[config.mk]
export PLATFORM = sky130hd
export DESIGN_NAME = gate_control_list_builder_unit
export DESIGN_NICKNAME = d
export VERILOG_FILES = /design/src/design/gclb_pkg.sv /design/src/design/gclb_fifo.sv /design/src/design/gclb_front.sv /design/src/design/gclb_back.sv /design/src/design/gate_control_list_builder_unit.sv
export SDC_FILE = /design/constraint.sdc
export NUM_CORES = 2
export LEC_CHECK = 0
export ABC_AREA = 1
export BUFFER_PORTS_ARGS = -buffer_cell sky130_fd_sc_hd__clkbuf_2
export CORE_MARGIN = 2
export CORE_UTILIZATION = 48
export DETAILED_ROUTE_END_ITERATION = 6
export PLACE_DENSITY_LB_ADDON = 0.25
export SYNTH_ARGS = -nofsm -noshare
export SYNTH_HDL_FRONTEND = slang
export SYNTH_SLANG_ARGS = --single-unit
[constraint.sdc]
create_clock -name clk_i -period 10.85 [get_ports clk_i]
set_clock_uncertainty 0.2 [all_clocks]
set_input_delay 0 -clock clk_i [delete_from_list [all_inputs] [get_ports clk_i]]
set_output_delay 0 -clock clk_i [all_outputs]
set_load 0.01 [all_outputs]
[src/design/gclb_pkg.sv]
// Types, constants and helpers of the gate control list builder.
`timescale 1ns / 1ps
package gclb_pkg;

  localparam int unsigned TimeW  = 32;
  localparam int unsigned MaskW  = 8;
  localparam int unsigned QueW   = 3;
  localparam int unsigned QcW    = 4;
  localparam int unsigned RsvW   = 31;
  localparam int unsigned AddrW  = 2;
  localparam int unsigned WordW  = 72;
  localparam int unsigned StepW  = 7;

  // Configuration register indexes.
  localparam logic [AddrW-1:0] RegCycle   = 2'd0;
  localparam logic [AddrW-1:0] RegReserve = 2'd1;
  localparam logic [AddrW-1:0] RegQueues  = 2'd2;

  // Reset values of the configuration registers.
  localparam logic [TimeW-1:0] CycleRst   = 32'd1000000;
  localparam logic [RsvW-1:0]  ReserveRst = 31'd0;
  localparam logic [QcW-1:0]   QueuesRst  = 4'd8;

  // Output steps of one job, emitted lowest first.
  localparam int unsigned StepLead  = 0; // held entry or leading opening
  localparam int unsigned StepGap   = 1;
  localparam int unsigned StepFin   = 2; // final held entry
  localparam int unsigned StepTailA = 3; // guard band before all-open span
  localparam int unsigned StepTailB = 4; // all-open span
  localparam int unsigned StepTailC = 5; // guard band up to cycle end
  localparam int unsigned StepTailS = 6; // single closed span

  typedef logic [TimeW-1:0] time_t;
  typedef logic [MaskW-1:0] mask_t;

  typedef struct packed {
    logic  e0_v;
    time_t e0_start;
    time_t e0_stop;
    mask_t e0_mask;
    logic  gap_v;
    time_t gap_start;
    time_t gap_stop;
    mask_t gap_mask;
    logic  fin_v;
    time_t fin_start;
    time_t fin_stop;
    mask_t fin_mask;
  } job_t;

  // All-gates-open mask; counts above the gate count saturate.
  function automatic mask_t all_open(input logic [QcW-1:0] qc);
    mask_t m;
    m = '0;
    if (qc >= QcW'(MaskW)) begin
      m = '1;
    end else begin
      m = mask_t'((9'd1 << qc) - 9'd1);
    end
    return m;
  endfunction

endpackage

[src/design/gclb_fifo.sv]
// Two-entry job queue between the classifier and the entry sequencer.
`timescale 1ns / 1ps
module gclb_fifo
  import gclb_pkg::*;
(
  input  logic clk_i,
  input  logic rst_ni,
  input  logic push_i,
  input  job_t push_job_i,
  output logic full_o,
  input  logic pop_i,
  output logic valid_o,
  output job_t head_o
);

  job_t       mem_q [2];
  logic       wr_ptr_q, wr_ptr_d;
  logic       rd_ptr_q, rd_ptr_d;
  logic [1:0] count_q, count_d;

  assign full_o  = (count_q == 2'd2);
  assign valid_o = (count_q != 2'd0);
  assign head_o  = mem_q[rd_ptr_q];

  always_comb begin
    wr_ptr_d = push_i ? ~wr_ptr_q : wr_ptr_q;
    rd_ptr_d = pop_i ? ~rd_ptr_q : rd_ptr_q;
    count_d  = count_q;
    if (push_i && !pop_i) begin
      count_d = count_q + 2'd1;
    end else if (pop_i && !push_i) begin
      count_d = count_q - 2'd1;
    end
  end

  always_ff @(posedge clk_i or negedge rst_ni) begin
    if (!rst_ni) begin
      wr_ptr_q <= 1'b0;
      rd_ptr_q <= 1'b0;
      count_q  <= 2'd0;
    end else begin
      wr_ptr_q <= wr_ptr_d;
      rd_ptr_q <= rd_ptr_d;
      count_q  <= count_d;
    end
  end

  always_ff @(posedge clk_i) begin
    if (push_i) begin
      mem_q[wr_ptr_q] <= push_job_i;
    end
  end

endmodule

[src/design/gclb_front.sv]
// Window classifier: holds the open entry and turns each window into a job.
`timescale 1ns / 1ps
module gclb_front
  import gclb_pkg::*;
(
  input  logic           clk_i,
  input  logic           rst_ni,
  input  logic           accept_i,
  input  time_t          win_start_i,
  input  time_t          win_stop_i,
  input  logic [QueW-1:0] queue_i,
  input  logic           last_i,
  input  logic [QcW-1:0] queue_count_i,
  output logic           push_o,
  output job_t           job_o
);

  logic  have_q, have_d;
  time_t hs_q, hs_d;
  time_t he_q, he_d;
  mask_t hm_q, hm_d;

  mask_t bit_w;
  mask_t all_w;
  time_t ns;
  time_t ne;
  mask_t nm;

  assign bit_w = mask_t'(9'd1 << queue_i);
  assign all_w = all_open(queue_count_i);

  always_comb begin
    job_o = '0;
    ns    = win_start_i;
    ne    = win_stop_i;
    nm    = bit_w;
    if (!have_q) begin
      // leading opening of every other gate
      job_o.e0_v     = (win_start_i != '0);
      job_o.e0_start = '0;
      job_o.e0_stop  = win_start_i;
      job_o.e0_mask  = all_w & ~bit_w;
    end else if (he_q < win_start_i) begin
      job_o.e0_v      = 1'b1;
      job_o.e0_start  = hs_q;
      job_o.e0_stop   = he_q;
      job_o.e0_mask   = hm_q;
      job_o.gap_v     = 1'b1;
      job_o.gap_start = he_q;
      job_o.gap_stop  = win_start_i;
      job_o.gap_mask  = all_w & ~hm_q & ~bit_w;
    end else if (hm_q == bit_w) begin
      // extend the held entry, even to an earlier stop
      ns = hs_q;
      nm = hm_q;
    end else begin
      job_o.e0_v     = 1'b1;
      job_o.e0_start = hs_q;
      job_o.e0_stop  = he_q;
      job_o.e0_mask  = hm_q;
    end
    job_o.fin_v     = last_i;
    job_o.fin_start = ns;
    job_o.fin_stop  = ne;
    job_o.fin_mask  = nm;

    push_o = accept_i && (job_o.e0_v || job_o.gap_v || job_o.fin_v);

    have_d = have_q;
    hs_d   = hs_q;
    he_d   = he_q;
    hm_d   = hm_q;
    if (accept_i) begin
      have_d = !last_i;
      hs_d   = last_i ? '0 : ns;
      he_d   = last_i ? '0 : ne;
      hm_d   = last_i ? '0 : nm;
    end
  end

  always_ff @(posedge clk_i or negedge rst_ni) begin
    if (!rst_ni) begin
      have_q <= 1'b0;
      hs_q   <= '0;
      he_q   <= '0;
      hm_q   <= '0;
    end else begin
      have_q <= have_d;
      hs_q   <= hs_d;
      he_q   <= he_d;
      hm_q   <= hm_d;
    end
  end

endmodule

[src/design/gclb_back.sv]
// Entry sequencer: expands queued jobs into gate control entries, one a cycle unless the output stalls.
`timescale 1ns / 1ps
module gclb_back
  import gclb_pkg::*;
(
  input  logic            clk_i,
  input  logic            rst_ni,
  input  logic            job_valid_i,
  input  job_t            job_i,
  output logic            pop_o,
  input  time_t           cycle_len_i,
  input  logic [RsvW-1:0] guard_len_i,
  input  logic [QcW-1:0]  queue_count_i,
  output logic            out_valid_o,
  input  logic            out_ready_i,
  output time_t           out_start_o,
  output time_t           out_stop_o,
  output mask_t           out_mask_o,
  output logic            out_last_o
);

  job_t             cur_q;
  logic [StepW-1:0] pend_q, pend_d;
  time_t            lr_q;   // tail stop plus reserve
  time_t            cr_q;   // cycle end minus reserve
  logic             ov_q, ov_d;
  time_t            os_q, oe_q;
  mask_t            om_q;
  logic             ol_q;

  logic [StepW-1:0] sel;
  logic [StepW-1:0] pend_left;
  logic [StepW-1:0] new_pend;
  logic             emit_ok;
  logic             fire;
  logic             load;
  time_t            span;
  logic             tail_long;
  time_t            es, ee;
  mask_t            em;
  logic             el;

  assign emit_ok = !ov_q || out_ready_i;
  assign fire    = emit_ok && (pend_q != '0);
  assign sel     = pend_q & (~pend_q + StepW'(1));

  assign pend_left = fire ? (pend_q & ~sel) : pend_q;
  assign load      = job_valid_i && (pend_left == '0);
  assign pop_o     = load;

  // Tail shape of the incoming job; the span is only used when the stop lies
  // before the cycle end, so it never wraps there.
  assign span      = cycle_len_i - job_i.fin_stop;
  assign tail_long = (job_i.fin_stop < cycle_len_i) &&
                     (span > {guard_len_i, 1'b0});

  always_comb begin
    new_pend            = '0;
    new_pend[StepLead]  = job_i.e0_v;
    new_pend[StepGap]   = job_i.gap_v;
    new_pend[StepFin]   = job_i.fin_v;
    new_pend[StepTailA] = job_i.fin_v && tail_long;
    new_pend[StepTailB] = job_i.fin_v && tail_long;
    new_pend[StepTailC] = job_i.fin_v && tail_long;
    new_pend[StepTailS] = job_i.fin_v && !tail_long;
    pend_d = load ? new_pend : pend_left;
  end

  // Entry for the lowest pending step.
  always_comb begin
    es = cur_q.e0_start;
    ee = cur_q.e0_stop;
    em = cur_q.e0_mask;
    el = 1'b0;
    if (sel[StepGap]) begin
      es = cur_q.gap_start;
      ee = cur_q.gap_stop;
      em = cur_q.gap_mask;
    end else if (sel[StepFin]) begin
      es = cur_q.fin_start;
      ee = cur_q.fin_stop;
      em = cur_q.fin_mask;
    end else if (sel[StepTailA]) begin
      es = cur_q.fin_stop;
      ee = lr_q;
      em = '0;
    end else if (sel[StepTailB]) begin
      es = lr_q;
      ee = cr_q;
      em = all_open(queue_count_i);
    end else if (sel[StepTailC]) begin
      es = cr_q;
      ee = cycle_len_i;
      em = '0;
      el = 1'b1;
    end else if (sel[StepTailS]) begin
      es = cur_q.fin_stop;
      ee = cycle_len_i;
      em = '0;
      el = 1'b1;
    end
    ov_d = fire ? 1'b1 : (out_ready_i ? 1'b0 : ov_q);
  end

  always_ff @(posedge clk_i or negedge rst_ni) begin
    if (!rst_ni) begin
      pend_q <= '0;
      ov_q   <= 1'b0;
    end else begin
      pend_q <= pend_d;
      ov_q   <= ov_d;
    end
  end

  always_ff @(posedge clk_i) begin
    if (load) begin
      cur_q <= job_i;
      lr_q  <= job_i.fin_stop + {1'b0, guard_len_i};
      cr_q  <= cycle_len_i - {1'b0, guard_len_i};
    end
    if (fire) begin
      os_q <= es;
      oe_q <= ee;
      om_q <= em;
      ol_q <= el;
    end
  end

  assign out_valid_o = ov_q;
  assign out_start_o = os_q;
  assign out_stop_o  = oe_q;
  assign out_mask_o  = om_q;
  assign out_last_o  = ol_q;

endmodule

[src/design/gate_control_list_builder_unit.sv]
// Top level of the time-aware gate control list builder.
`timescale 1ns / 1ps
// Usage:
//   Configure the cycle length, the guard band and the queue count through
//   cfg_* while the block is idle. Then stream one interface's windows, sorted
//   by start, on the s_axis channel; tlast marks the final window. The m_axis
//   channel returns the gate control entries in order; tlast marks the final
//   entry of the list.
// Path: a window's first entry passes the job queue, the sequencer's step
//   register and the output register before it shows on m_axis.
// Throughput: the classifier takes a window word every cycle while the two-entry
//   job queue has room; the sequencer emits one entry word per cycle while the
//   output is not stalled, and a window yields at most six entries, maybe none.
//   The sequencer's one-entry-per-cycle output, when unstalled, sets the sustained rate.
// Reset: clears the held entry, the job queue and the output register and
//   loads the configuration defaults (cycle 1000000, reserve 0, eight queues).
// Stall: when m_axis_tready_i is low the output word holds, the job queue
//   fills, and s_axis_tready_o drops once both queue entries are taken.
module gate_control_list_builder_unit
  import gclb_pkg::*;
(
  input  logic              clk_i,
  input  logic              rst_ni,
  // window_start, window_stop, queue_number, zero fill
  input  logic [WordW-1:0]  s_axis_tdata_i,
  input  logic              s_axis_tlast_i,   // last_window
  input  logic              s_axis_tvalid_i,
  output logic              s_axis_tready_o,
  // entry_start, entry_stop, gate_mask
  output logic [WordW-1:0]  m_axis_tdata_o,
  output logic              m_axis_tlast_o,   // last_entry
  output logic              m_axis_tvalid_o,
  input  logic              m_axis_tready_i,
  input  logic              cfg_we_i,
  input  logic [AddrW-1:0]  cfg_addr_i,
  input  logic [TimeW-1:0]  cfg_wdata_i
);

  // Configuration registers.
  time_t           cycle_q;
  logic [RsvW-1:0] reserve_q;
  logic [QcW-1:0]  queues_q;

  always_ff @(posedge clk_i or negedge rst_ni) begin
    if (!rst_ni) begin
      cycle_q   <= CycleRst;
      reserve_q <= ReserveRst;
      queues_q  <= QueuesRst;
    end else if (cfg_we_i) begin
      unique case (cfg_addr_i)
        RegCycle:   cycle_q   <= cfg_wdata_i;
        RegReserve: reserve_q <= cfg_wdata_i[RsvW-1:0];
        RegQueues:  queues_q  <= cfg_wdata_i[QcW-1:0];
        default: ;  // no register here: drop the write
      endcase
    end
  end

  logic  q_full;
  logic  in_accept;
  logic  push;
  job_t  push_job;
  logic  pop;
  logic  head_valid;
  job_t  head_job;
  time_t out_start, out_stop;
  mask_t out_mask;

  // Take a window word whenever the job queue has room.
  assign s_axis_tready_o = !q_full;
  assign in_accept       = s_axis_tvalid_i && !q_full;

  gclb_front u_front (
    .clk_i         (clk_i),
    .rst_ni        (rst_ni),
    .accept_i      (in_accept),
    .win_start_i   (s_axis_tdata_i[TimeW-1:0]),
    .win_stop_i    (s_axis_tdata_i[2*TimeW-1:TimeW]),
    .queue_i       (s_axis_tdata_i[2*TimeW+QueW-1:2*TimeW]),
    .last_i        (s_axis_tlast_i),
    .queue_count_i (queues_q),
    .push_o        (push),
    .job_o         (push_job)
  );

  gclb_fifo u_fifo (
    .clk_i      (clk_i),
    .rst_ni     (rst_ni),
    .push_i     (push),
    .push_job_i (push_job),
    .full_o     (q_full),
    .pop_i      (pop),
    .valid_o    (head_valid),
    .head_o     (head_job)
  );

  gclb_back u_back (
    .clk_i          (clk_i),
    .rst_ni         (rst_ni),
    .job_valid_i    (head_valid),
    .job_i          (head_job),
    .pop_o          (pop),
    .cycle_len_i    (cycle_q),
    .guard_len_i    (reserve_q),
    .queue_count_i  (queues_q),
    .out_valid_o    (m_axis_tvalid_o),
    .out_ready_i    (m_axis_tready_i),
    .out_start_o    (out_start),
    .out_stop_o     (out_stop),
    .out_mask_o     (out_mask),
    .out_last_o     (m_axis_tlast_o)
  );

  assign m_axis_tdata_o = {out_mask, out_stop, out_start};

endmodule

# ---- Word-level counts from Yosys, hierarchy flattened
# Memory sizes are Yosys's and may differ from the RTL's.
# Index checks and enable logic that the tools add are counted.
dict set report totals {
  mem_bits_rw 438
  input_bits 112
  register_bits 505
  word_cells 128
  out_inout_bits 75
  mem_bits_ro 0
  latch_bits 0
  memories 1
}
# memory depth width read_ports rd_ports_with_merged_regs write_ports line
set memory_table {}
lappend memory_table {u_fifo.mem_q 2 219 1 0 1 gclb_fifo.sv:16} ;# job_t mem_q [2];
dict set report classes {
  n_lt_le_gt_ge 4
  bitwise_logic 11
  n_mul 0
  addsub 7
  n_reduce_logical 29
  n_eq_ne 4
  shifts 2
  mux 43
  n_div 0
}
# operator n
set ops {}
lappend ops {{$mux 32} 17}
lappend ops {{$mux 73} 5}
lappend ops {{$mux 8} 11}
lappend ops {{$lt 32x32->1} 2}
lappend ops {{$add 32x31->32} 1}
lappend ops {{$gt 32x32->1} 1}
lappend ops {{$reduce_bool 32->1} 1}
lappend ops {{$sub 32x31->32} 1}
lappend ops {{$sub 32x32->32} 1}
lappend ops {{$and 8x8->8} 3}
lappend ops {{$not 8->8} 2}
lappend ops {{$and 7x7->7} 2}
lappend ops {{$mux 7} 2}
lappend ops {{$not 7->7} 2}
lappend ops {{$logic_and 1x1->1} 9}
lappend ops {{$eq 8x8->1} 1}
lappend ops {{$shl 1x3->8 const A} 1}
lappend ops {{$shl 1x4->8 const A} 1}
lappend ops {{$sub 8x1->8 const B} 1}
lappend ops {{$add 7x1->7 const B} 1}
lappend ops {{$logic_not 7->1} 1}
lappend ops {{$reduce_bool 7->1} 1}
lappend ops {{$logic_not 1->1} 6}
lappend ops {{$mux 1} 6}
lappend ops {{other kinds (12)} 21}

# ---- Depth between registers and ports, before layout
dict set report depth {
  word_depth 14
  ltp_mapped 30
}

# ---- Modules after synthesis
# A second synthesis with hierarchy kept.
dict set report hier_totals {
  hier_cells 4542
  area_unflattened_um2 46913.7
}
# module cells_per_inst area_per_inst_um2 instances seq_area_each_um2
set modules_own_cells {}
lappend modules_own_cells {gclb_back 2635 22206.3 1 10800.4}
lappend modules_own_cells {gclb_fifo 706 16082.9 1 13252.7}
lappend modules_own_cells {gclb_front 900 5869.4 1 1826.8}
lappend modules_own_cells {gate_control_list_builder_unit 301 2755.1 1 1686.6}

# ---- Least setup slack after synthesis
# OpenSTA, ideal clock, no wires.
dict set report synth_path {
  kind {register -> register}
  startpoint {register u_front.he_q[5]}
  endpoint {memory u_fifo.mem_q[1][0] (netlist name), enable pin}
  period_less_slack_ns 11.720
  path_buffers 1
  arrival_ns 10.718
  setup_time_ns 0.802
  stages_incl_launch_ff 16
  t_required_ns 9.848
  setup_slack_ns -0.870
  cell_sequence {dfrtp_1 > ha_1 > a21oi_1 > nor2_1 > nor3_1 > nand2_1 > nand2_1 > nand2_1 > nand2_1 > nand2_1 > nand3_2 > buf_6 > nand2_2 > nand2_1 > nand2_1 > nor2_1}
}
dict set report synth_between {
  elab_chain_cells 8
  elab_cells_between_ends 10
}
# element line
set synth_lines {}
lappend synth_lines {{from (decl)} gclb_front.sv:20} ;# time_t he_q, he_d;
lappend synth_lines {{from (signal assigned)} gclb_front.sv:85} ;# he_q <= '0;
lappend synth_lines {{from (signal assigned)} gclb_front.sv:90} ;# he_q <= he_d;
lappend synth_lines {{$lt 32x32->1 *} gclb_front.sv:43} ;# end else if (he_q < win_start_i) begin
lappend synth_lines {{$mux 73} gclb_front.sv:43}
lappend synth_lines {{$mux 73} gclb_front.sv:37} ;# if (!have_q) begin
lappend synth_lines {{$logic_or 1x1->1 * (2 in series)} gclb_front.sv:67} ;# push_o = accept_i && (job_o.e0_v || job_o.gap_v || job_o.fin_v);
lappend synth_lines {{$logic_and 1x1->1 *} gclb_front.sv:67}
lappend synth_lines {{$mux 1 *} gclb_fifo.sv:49} ;# if (push_i) begin
lappend synth_lines {{$mux 1 (not written as such) *} gclb_fifo.sv:50} ;# mem_q[wr_ptr_q] <= push_job_i;
lappend synth_lines {{to (decl)} gclb_fifo.sv:16}
# Every way passes the cells marked *; elsewhere a longest branch is shown, timed or not.

==> impl_metrics.toml <==
[synthesis]
synth-seq-cells = 943
syn_area_sq_um = 44220
synth_top_area_share_pct = 53.72
synth_edf_count = 791
synthFlopType = "edfxtp_1"
syn-mean-instance-area_sq_um = 10.30
yosysTopAreaCell = "edfxtp_1"
ys_top_cells_by_area = "edfxtp_1 54%, nand2_1 11%, dfrtp_1 8.1%"
synth_warnings = 0
async_flop_share_pct = 16.12
syn_nets = 4568
synth_cell_type_count = 49
seq_area_frac_synth_pct = 62.34
syn_inst = 4294

[route]
drtIter0Drc = 4068
drc = 0
avgViaCountPerCell = 5.659
first_pass_iters = 5
ant_nets = 0
num_vias = 33392
routed_wl_mm = 136.3
avgRoutedWirePerCell_um = 23.10

[die]
top_level_ports = 187
core_region_area_sq_um = 91520
initial_utilization_pct = 48.31
die_w_um = 307.5
row_count = 111
design.die.area_sq_um = 94560
chipHeight_um = 307.5

[critical_path]
crit_arrival_ps = 6950
endpoint = "u_back.pend_q[4]"
worstReg2RegEnd = "u_back.pend_q[4]"
required_ps = 11270
r2r_slack_ps = 4320
start_kind = "register"
end_kind = "register"
worstSetupPathType = "register to register"
crit_start = "u_fifo.rd_ptr_q"
r2r_start = "u_fifo.rd_ptr_q"
crit_path_max_fanout = 148
reg2regPathDepth = 23

[sta]
setup_tns_ps = 0
tightest_slew_ps = 1322
fin_ws_ps = 4318
finalSetupViolCount = 0
slew_violations = 0
max_freq_mhz = 153.1
period_share_pct = 60.20
period_needed_ps = 6532
slew_headroom_pct = 10.96
hold_viol_final = 0
rsz0062_at_grt = "no"

[grt]
grt-busiest-layer = "met2"
track_usage_pct = 28.60
grt_util_met2_pct = 42.49
use_met3_pct = 6.015
grt_start_max_net_pins = 149
grt_pass1_wl_mm = 199.7
grt_pass1_vias = 31725
antenna_found_initial = 8
gr-total-overflow = 0
met1_usage_pct = 42.47

[placement]
portBuffers = 181
place.gp.congestion = 0.9480
hpwl_mm = 90.14
dp_worst_setup_slack_ps = 4411
place_inst = 5529

[cts]
cts_tree = "done"
cts_made_buffers = 100
cts.sinks = 943
ctsRootBufferMaster = "clkbuf_16"
clkTransAtPathRegs_ps = 60
h-tree-depth = 3
clockBufferDepth = 3
clk-insertion-delay-late_ps = 700

[pwr]
power_mw = 16.96
powerDensity_nw_per_um2 = 329.2
vdd_drop_max_v = 0.0003386
leakagePower_nw = 21.53

[flow_run]
max_cap_viol_count = 0

[min_path]
hold_path_class = "primary input to register"

[layout]
area_growth_pct = 16.49
layout_commonest_cell = "nand2_1"
fin_cells = 5901
layout-drive-gt1-share_pct = 9.166
final_cell_mix = "1250 x nand2_1, 791 x edfxtp_1, 396 x inv_1"
nNetsFinal = 4902

[run_status]
outcome = "complete, no violations"
## cells by family (layout without fill, tap and decap cells)
logic type | Yosys count | in the layout | synth area share [%]
AND/OR/NAND/NOR | 1681 | 1681 | 15.06
flip-flops | 943 | 943 | 62.34
AO/OA/AOI/OAI | 844 | 844 | 11.20
buffers and inverters | 577 | 996 | 5.037
adder cells (fa/ha/maj) | 162 | 162 | 4.635
XOR/XNOR | 85 | 85 | 1.684
multiplexers | 2 | 2 | 0.04528
other | 0 | 2 | 0
## final cells by class
| cell class | count | area [sq um] |
|---|---|---|
| repair buffers | 402 | 3072 |
| fillers | 7738 | 40010 |
| multi-input cells | 2774 | 14500 |
| diodes | 2 | 5.005 |
| inverters | 407 | 1549 |
| well taps | 1186 | 1484 |
| clock buffers | 144 | 2769 |
| clock inverters | 43 | 559.3 |
| flip-flops and latches | 943 | 27570 |
## synth_stat cells, types with 8 or more instances
master and n:
buf_2 25, nor3_1 15, a221oi_1 33, clkbuf_1 135, o21a_1 39, dfstp_2 8, inv_1 401, nand4_1 29
edfxtp_1 791, dfrtp_1 144, ha_1 159, a21o_1 12, nand2_1 1251, o211ai_1 77, o21ai_1 31, nor2_1 245
nand3_1 87, xnor2_1 31, xor2_1 54, or2_2 32, a21oi_1 179, a31oi_1 26, o21ai_0 347, o22ai_1 44
nor4_1 10, o221ai_1 31
## metal layers
metal	part of all wire, %	vias up
li1	-	15485
met1	44	16141
met2	44	1562
met3	10	196
met4	2.3	8
met5	0.036	-
## critical path: stages, from the launching register on
cell and delay, ps:
dfrtp_4 750, inv_6 340, buf_12 400, or2_2 370
o21ai_0 330, inv_1 260, fa_1 510, o21ai_1 340
a21oi_1 210, o21ai_1 370, a21oi_1 260, nor2_1 220
nand2_1 80, nand2_1 80, xor2_1 80, ha_1 280
nand2_1 70, nor2_1 220, inv_1 70, nor4_1 230
o21ai_0 140, nand3_1 140, nand4_1 290, nand2_1 160
## report_power, final
group          total, mW  internal [mW]  switching [mW]
sequential          6.69           6.05           0.642
clock               3.48           2.02            1.46
combinational       6.79           1.85            4.93
total               17.0           9.93            7.03
## what timing repair did
item	CTS	global route
setup buffers	0	0
resized for setup	0	0
hold buffers	183	0
hold endpoints to repair	559	0
## worst min path at each step
stage / to / depth (start not counted) / slack, ps / from
finish: u_fifo.mem_q[1][17] / 2 / 60 / s_axis_tdata_i[41]
global route: u_fifo.mem_q[1][20] / 2 / 40 / s_axis_tdata_i[44]
CTS: u_fifo.mem_q[1][17] / 2 / 4 / s_axis_tdata_i[41]
global placement: cycle_q[24] / 1 / -200 / rst_ni
floorplan: cycle_q[0] / 0 / -500 / rst_ni
detailed placement: cycle_q[24] / 1 / -200 / rst_ni
## sequential cells by signal, indices dropped and copies added (netlist names), 2 cells and up
name                count
u_fifo.mem_q          438
u_back.cur_q          216
cycle_q                32
u_back.cr_q            32
u_back.lr_q            32
u_back.out_start_o     32
u_back.out_stop_o      32
u_front.he_q           32
u_front.hs_q           32
reserve_q              31
u_back.out_mask_o       8
u_front.hm_q            8
u_back.pend_q           7
queues_q                4
u_fifo.count_q          2
## stage by stage
stage | hold slack [ps] | utilization, % | area (sq um)
finish | 59.73 | 56.28 | 51510
global route | 38.69 | 56.27 | 51500
CTS | 3.555 | 56.27 | 51500
detailed placement | -199.8 | 50.62 | 46330
global placement | -204.7 | 50.62 | 46330
floorplan | -495.6 | - | 44220
No activity file was read; power rests on OpenSTA's default activity.
